File: config.mk
export PLATFORM = sky130hd
export DESIGN_NAME = double_ended_queue_core
export DESIGN_NICKNAME = d
export VERILOG_FILES = /design/src/hw/rtl/deq_pkg.sv /design/src/hw/rtl/deq_ctrl.sv /design/src/hw/rtl/deq_dpath.sv /design/src/hw/rtl/double_ended_queue_core.sv
export SDC_FILE = /design/constraint.sdc
export NUM_CORES = 1
export LEC_CHECK = 0
export BUFFER_PORTS_ARGS = -buffer_cell sky130_fd_sc_hd__buf_2
export CAP_MARGIN = 10
export CORE_MARGIN = 10
export CORE_UTILIZATION = 40
export DETAILED_ROUTE_END_ITERATION = 16
export SLEW_MARGIN = 25
export SYNTH_ARGS = -nofsm -noshare
export SYNTH_HDL_FRONTEND = slang
export SYNTH_SLANG_ARGS = --single-unit
export TNS_END_PERCENT = 10
File: constraint.sdc
create_clock -name clock -period 11.7 [get_ports clock]
set_clock_uncertainty 0.05 [all_clocks]
set_input_delay 1.755 -clock clock [delete_from_list [all_inputs] [get_ports clock]]
set_output_delay 1.755 -clock clock [all_outputs]
set_load 0.02 [all_outputs]
File: src/hw/rtl/deq_pkg.sv
// ----------------------------------------------------------------------------
// deq_pkg
// Shared constants, action and status codes, and the controller command
// bundle for the double-ended queue.
// ----------------------------------------------------------------------------
package deq_pkg;

   localparam int DEPTH_DEFAULT      = 16;
   localparam int DATA_WIDTH_DEFAULT = 32;

   localparam int ACTION_W    = 3;
   localparam int WORD_W      = 32;
   localparam int COUNT_OUT_W = 5;
   localparam int STATUS_W    = 2;

   localparam logic [ACTION_W-1:0] ACT_PUSH_FRONT = 3'd0;
   localparam logic [ACTION_W-1:0] ACT_PUSH_BACK  = 3'd1;
   localparam logic [ACTION_W-1:0] ACT_POP_FRONT  = 3'd2;
   localparam logic [ACTION_W-1:0] ACT_POP_BACK   = 3'd3;
   localparam logic [ACTION_W-1:0] ACT_CLEAR      = 3'd4;

   localparam logic [STATUS_W-1:0] STATUS_DONE      = 2'd0;
   localparam logic [STATUS_W-1:0] STATUS_POP_EMPTY = 2'd1;
   localparam logic [STATUS_W-1:0] STATUS_PUSH_FULL = 2'd2;

   typedef struct packed {
      logic load;
      logic exec;
   } cmd_type;

endpackage

File: src/hw/rtl/deq_ctrl.sv
// ----------------------------------------------------------------------------
// deq_ctrl
// Sequencer: capture a transaction, run one store access, present the
// result until it is taken.
// ----------------------------------------------------------------------------
module deq_ctrl (
   input  logic             clock,
   input  logic             reset,
   input  logic             req_valid,
   output logic             req_ready,
   output logic             rsp_valid,
   input  logic             rsp_ready,
   output deq_pkg::cmd_type cmd
);

   localparam logic [1:0] ST_IDLE = 2'd0;
   localparam logic [1:0] ST_EXEC = 2'd1;
   localparam logic [1:0] ST_RESP = 2'd2;

   logic [1:0] state_ff;
   logic [1:0] state_in;

   always_comb begin
      state_in = state_ff;
      case (state_ff)
         ST_IDLE: begin
            if (req_valid) begin
               state_in = ST_EXEC;
            end
         end
         ST_EXEC: begin
            state_in = ST_RESP;
         end
         ST_RESP: begin
            if (rsp_ready) begin
               state_in = ST_IDLE;
            end
         end
         default: begin
            state_in = ST_IDLE;
         end
      endcase
   end

   always_ff @(posedge clock) begin
      if (reset) begin
         state_ff <= ST_IDLE;
      end else begin
         state_ff <= state_in;
      end
   end

   assign req_ready = (state_ff == ST_IDLE);
   assign rsp_valid = (state_ff == ST_RESP);
   assign cmd.load  = (state_ff == ST_IDLE) && req_valid;
   assign cmd.exec  = (state_ff == ST_EXEC);

endmodule

File: src/hw/rtl/deq_dpath.sv
// ----------------------------------------------------------------------------
// deq_dpath
// Circular store with front index and entry count; one read or write per
// transaction, registered read data and result fields.
// ----------------------------------------------------------------------------
module deq_dpath #(
   parameter int DEPTH      = deq_pkg::DEPTH_DEFAULT,
   parameter int DATA_WIDTH = deq_pkg::DATA_WIDTH_DEFAULT
) (
   input  logic                            clock,
   input  logic                            reset,
   input  deq_pkg::cmd_type                cmd,
   input  logic [deq_pkg::ACTION_W-1:0]    req_action,
   input  logic [deq_pkg::WORD_W-1:0]      req_data_in,
   output logic [deq_pkg::WORD_W-1:0]      rsp_data_out,
   output logic [deq_pkg::COUNT_OUT_W-1:0] rsp_entry_count,
   output logic                            rsp_is_empty,
   output logic [deq_pkg::STATUS_W-1:0]    rsp_status
);

   localparam int AW   = (DEPTH > 1) ? $clog2(DEPTH) : 1;
   localparam int CW   = $clog2(DEPTH + 1);
   localparam int SW   = CW + 1;
   localparam int WIDE = (DATA_WIDTH > deq_pkg::WORD_W) ? DATA_WIDTH : deq_pkg::WORD_W;
   localparam int OW   = (CW > deq_pkg::COUNT_OUT_W) ? CW : deq_pkg::COUNT_OUT_W;

   logic [DATA_WIDTH-1:0] mem [DEPTH];

   logic [deq_pkg::ACTION_W-1:0] action_ff;
   logic [DATA_WIDTH-1:0]        word_ff;
   logic [AW-1:0]                front_ff;
   logic [AW-1:0]                front_in;
   logic [CW-1:0]                count_ff;
   logic [CW-1:0]                count_in;
   logic [DATA_WIDTH-1:0]        rd_ff;
   logic                         pop_ok_ff;
   logic                         pop_ok_in;
   logic [deq_pkg::STATUS_W-1:0] status_ff;
   logic [deq_pkg::STATUS_W-1:0] status_in;

   logic [WIDE-1:0] wide_in;
   logic [WIDE-1:0] wide_out;
   logic [OW-1:0]   count_wide;
   logic            full;
   logic            empty;
   logic [CW-1:0]   offset;
   logic [SW-1:0]   sum;
   logic [SW-1:0]   sum_wrap;
   logic [AW-1:0]   wrap_addr;
   logic [AW-1:0]   front_dec;
   logic [AW-1:0]   front_inc;
   logic [AW-1:0]   addr;
   logic            write_en;

   assign wide_in = WIDE'(req_data_in);
   assign full    = (count_ff == CW'(DEPTH));
   assign empty   = (count_ff == '0);

   assign offset    = (action_ff == deq_pkg::ACT_PUSH_BACK) ? count_ff : count_ff - CW'(1);
   assign sum       = SW'(front_ff) + SW'(offset);
   assign sum_wrap  = (sum >= SW'(DEPTH)) ? sum - SW'(DEPTH) : sum;
   assign wrap_addr = sum_wrap[AW-1:0];
   assign front_dec = (front_ff == '0) ? AW'(DEPTH - 1) : front_ff - AW'(1);
   assign front_inc = (front_ff == AW'(DEPTH - 1)) ? '0 : front_ff + AW'(1);

   always_comb begin
      front_in  = front_ff;
      count_in  = count_ff;
      status_in = deq_pkg::STATUS_DONE;
      pop_ok_in = 1'b0;
      write_en  = 1'b0;
      addr      = front_ff;
      case (action_ff)
         deq_pkg::ACT_PUSH_FRONT: begin
            addr = front_dec;
            if (full) begin
               status_in = deq_pkg::STATUS_PUSH_FULL;
            end else begin
               write_en = 1'b1;
               front_in = front_dec;
               count_in = count_ff + CW'(1);
            end
         end
         deq_pkg::ACT_PUSH_BACK: begin
            addr = wrap_addr;
            if (full) begin
               status_in = deq_pkg::STATUS_PUSH_FULL;
            end else begin
               write_en = 1'b1;
               count_in = count_ff + CW'(1);
            end
         end
         deq_pkg::ACT_POP_FRONT: begin
            addr = front_ff;
            if (empty) begin
               status_in = deq_pkg::STATUS_POP_EMPTY;
            end else begin
               pop_ok_in = 1'b1;
               front_in  = front_inc;
               count_in  = count_ff - CW'(1);
            end
         end
         deq_pkg::ACT_POP_BACK: begin
            addr = wrap_addr;
            if (empty) begin
               status_in = deq_pkg::STATUS_POP_EMPTY;
            end else begin
               pop_ok_in = 1'b1;
               count_in  = count_ff - CW'(1);
            end
         end
         deq_pkg::ACT_CLEAR: begin
            front_in = '0;
            count_in = '0;
         end
         default: begin
         end
      endcase
   end

   always_ff @(posedge clock) begin
      if (cmd.load) begin
         action_ff <= req_action;
         word_ff   <= wide_in[DATA_WIDTH-1:0];
      end
      if (cmd.exec) begin
         if (write_en) begin
            mem[addr] <= word_ff;
         end
         rd_ff     <= mem[addr];
         pop_ok_ff <= pop_ok_in;
         status_ff <= status_in;
      end
   end

   always_ff @(posedge clock) begin
      if (reset) begin
         front_ff <= '0;
         count_ff <= '0;
      end else if (cmd.exec) begin
         front_ff <= front_in;
         count_ff <= count_in;
      end
   end

   assign wide_out        = WIDE'(rd_ff);
   assign count_wide      = OW'(count_ff);
   assign rsp_data_out    = pop_ok_ff ? wide_out[deq_pkg::WORD_W-1:0] : '0;
   assign rsp_entry_count = count_wide[deq_pkg::COUNT_OUT_W-1:0];
   assign rsp_is_empty    = empty;
   assign rsp_status      = status_ff;

endmodule

File: src/hw/rtl/double_ended_queue_core.sv
// ----------------------------------------------------------------------------
// double_ended_queue_core
// Bounded double-ended queue of data words in a circular store: push or pop
// at either end, or clear; one result per transaction.
// ----------------------------------------------------------------------------
//  channel | ports  | carries
//  --------+--------+-------------------------------------------------------
//  request | req_*  | action, data_in
//  result  | rsp_*  | data_out, entry_count, is_empty, status
//
//  Each transaction passes through capture, one store access and result;
//  the store has a single port, and the next request is taken once the
//  result has been accepted.
//  Reset empties the queue (front index and count to zero); store contents
//  are not cleared. A stalled result holds all result fields.
// ----------------------------------------------------------------------------
module double_ended_queue_core #(
   parameter int DEPTH      = deq_pkg::DEPTH_DEFAULT,
   parameter int DATA_WIDTH = deq_pkg::DATA_WIDTH_DEFAULT
) (
   input  logic                            clock,
   input  logic                            reset,
   input  logic                            req_valid,
   output logic                            req_ready,
   input  logic [deq_pkg::ACTION_W-1:0]    req_action,
   input  logic [deq_pkg::WORD_W-1:0]      req_data_in,
   output logic                            rsp_valid,
   input  logic                            rsp_ready,
   output logic [deq_pkg::WORD_W-1:0]      rsp_data_out,
   output logic [deq_pkg::COUNT_OUT_W-1:0] rsp_entry_count,
   output logic                            rsp_is_empty,
   output logic [deq_pkg::STATUS_W-1:0]    rsp_status
);

   deq_pkg::cmd_type cmd;

   deq_ctrl u_ctrl (
      .clock     (clock),
      .reset     (reset),
      .req_valid (req_valid),
      .req_ready (req_ready),
      .rsp_valid (rsp_valid),
      .rsp_ready (rsp_ready),
      .cmd       (cmd)
   );

   deq_dpath #(
      .DEPTH      (DEPTH),
      .DATA_WIDTH (DATA_WIDTH)
   ) u_dpath (
      .clock           (clock),
      .reset           (reset),
      .cmd             (cmd),
      .req_action      (req_action),
      .req_data_in     (req_data_in),
      .rsp_data_out    (rsp_data_out),
      .rsp_entry_count (rsp_entry_count),
      .rsp_is_empty    (rsp_is_empty),
      .rsp_status      (rsp_status)
   );

endmodule

==> metrics.txt <==
via count=14,600; post-synthesis cell type count=53; Place WS=6008 ps; arrival time at the worst endpoint=6130 ps; layout overhead on the synthesized area=14.56%; synthesized area=23,900 µm²; Psw=1.133 mW; Internal=3.803 mW; Peak VDD IR=0.0001270 V; Root Driver=clkbuf_16; Final period util=0.4980; final setup vio count=0; Hold WS=564.4 ps; outcome=completed; Syn Inst Count=1,587; RD Place Congestion=0.8056; worst-margin pin slew=1062 ps; Ant. Diodes=0; cts hold-fix bufs=0; static leakage=9.175 nW; Crit Path Class=reg2reg; Fin. Hold Viols=0; Crit Path Max Fanout=80; nets@finish=1,681; Ports=81; Pre-antenna DRT Iters=6; RSZ-0062 raised after global routing=false; area of the core=59,130 µm²; Post-CTS Resized=0; Cell Count Post-Placement=2,345; Sw Ratio=0.2296; HP Class=reg2reg; vias per inst=5.944; Clock Latency Late Sink=630 ps; fmax=0.1716 GHz; initial antenna violation count=2; post-route setup slack=5874 ps; CP endpoint kind=flop; fillers=5,077; Ys Warns=0; Post-Syn Nets=1,634; Routed WL per cell=25.83 µm; clk sinks=593; cts bufs inserted=60; fraction of registers with async set/reset=0; Mapped Avg Cell Area=15.06 µm²; post-route ant nets=0; clock tree buffer depth=3; CTS tree=yes; Sequential Power Share=0.491; vias in the first global route=14,740; Critical Path RT=12,000 ps; # H-tree levels=2; die width=264.4 µm; area of the die=69,920 µm²; number of synthesized flops with an enable pin=582; Slew Viols, Final=0; Rows=89; worst rel slew slack=0.2923; Synth area leader=edfxtp_1; final critical-path required period=5826 ps; DRT iter0 DRCs=1,578; Finished Layout Cells=2,456; Critical Path Start Type=flop; largest net degree at the start of global routing=81; Tot GR Track Use=0.1777; flops & latches, synth=593; Setup TNS Final=0 ps; post-CTS setup buffers=0; most frequent cells in the layout=edfxtp_1 (582), nand2_1 (209), and3_1 (130); Worst-path clk slew=60 ps; HPWL Detailed=32,230 µm; Combinational Power Share=0.083; final wirelength=63,440 µm; Port-buffer cells=80; Remaining DRCs=0; register area share after synthesis=0.7406; leading cell type in the layout, fill and taps excluded=edfxtp_1; Initial Util=0.4041; Pwr Density=180.3 nW/µm²; first-pass GRT wire length=95,570 µm; area share of the largest cell type after synthesis=0.7313; gr ovfl total=0; Synth Flop Type=edfxtp_1; Die Ht=264.4 µm; Max-cap violations=0; Clock power frac=0.426; layout cells sized above 1=0.1474; top cells by area, synth=edfxtp_1 (73%), a221oi_1 (4.7%), a311oi_1 (3.6%)
## power groups by stage
stage	registers, mW	logic [mW]	clock network [mW]
6_report	2.42	0.412	2.10
5_1_grt	2.43	0.449	2.23
4_1_cts	2.42	0.414	2.14
3_5_place_dp	2.47	0.414	0
3_3_place_gp	2.47	0.407	0
2_1_floorplan	2.44	0.286	0
## critical path, stage by stage, from the launching register on
cell	delay (ps)
edfxtp_1	880
nor2_1	240
nand2_1	190
nand2_1	90
xnor2_1	140
ha_1	340
nand3_1	160
nand4b_4	270
buf_4	630
and2_4	760
buf_4	890
a311oi_1	230
or4_1	520
## routing by layer
layer  share of wire  GRT usage
met5               0          0
met4           0.026    0.05622
met3           0.061    0.03092
met2            0.48     0.2925
met1            0.43     0.2366
## cell type report
type / instances / area, µm² / share of cell area
Timing Repair Buffer: 126 / 745.7 / 0.02724
Sequential cell: 593 / 17700 / 0.6465
Tap cell: 773 / 967.2 / 0.03533
Inverter: 12 / 45.04 / 0.001645
Multi-Input combinational cell: 841 / 5751 / 0.2101
Clock inverter: 39 / 580.6 / 0.02121
Clock buffer: 72 / 1589 / 0.05805
## flip-flops by register name (all words and copies together) (netlist names)
name                     flops
u_ctrl.state_ff              2
u_dpath.rsp_status           2
u_dpath.word_ff             32
u_dpath.front_ff             4
u_dpath.pop_ok_ff            1
u_dpath.rd_ff               32
u_dpath.action_ff            3
u_dpath.rsp_entry_count      5
u_dpath.mem                512
## through the flow
step | power [mW] | area [µm²] | utilization
2_1_floorplan | 2.729 | 23900 | -
3_3_place_gp | 2.873 | 25210 | 0.4263
3_5_place_dp | 2.881 | 25210 | 0.4263
4_1_cts | 4.977 | 27380 | 0.4630
5_1_grt | 5.103 | 27380 | 0.4630
6_report | 4.936 | 27380 | 0.4630
## path summary, 6_finish.rpt
kind	startpoint	to	slack, ps	cells after the start
worst min register to register	u_ctrl.state_ff[0]$_SDFFE_PP0P_	u_ctrl.state_ff[1]$_SDFFE_PP0P_	560	3
worst max-delay path	u_dpath.action_ff[2]$_DFFE_PP_	u_dpath.rd_ff[31]$_DFFE_PN_	5870	12
worst min-delay path	u_ctrl.state_ff[0]$_SDFFE_PP0P_	u_ctrl.state_ff[1]$_SDFFE_PP0P_	560	3
worst max register to register	u_dpath.action_ff[2]$_DFFE_PP_	u_dpath.rd_ff[31]$_DFFE_PN_	5870	12
## synthesized netlist by cell type, drive strengths merged, types with 3 or more instances
| cell type | n |
|---|---|
| edfxtp | 582 |
| nand2 | 210 |
| and3 | 130 |
| a221oi | 129 |
| clkbuf | 104 |
| a311oi | 98 |
| and2 | 37 |
| buf | 37 |
| mux2i | 36 |
| a211oi | 33 |
| or4 | 33 |
| nor2 | 29 |
| o21ai | 16 |
| a21oi | 13 |
| inv | 12 |
| dfxtp | 11 |
| nor2b | 8 |
| nor4 | 8 |
| ha | 7 |
| nand2b | 7 |
| nand3 | 7 |
| nor3 | 4 |
| xnor2 | 4 |
| a21o | 3 |
| o22ai | 3 |
## kinds of logic after synthesis
kind of cell / count (synthesis) / synth area share
AOI/OAI and AO/OA: 311 / 0.1071
xor gates and xnor gates: 6 / 0.002199
adders and majority gates: 8 / 0.004503
buffers and inverters: 153 / 0.02665
DFF: 593 / 0.7406
muxes: 36 / 0.01508
and+or+nand+nor: 480 / 0.1039
(Power assumes the default switching activity.)
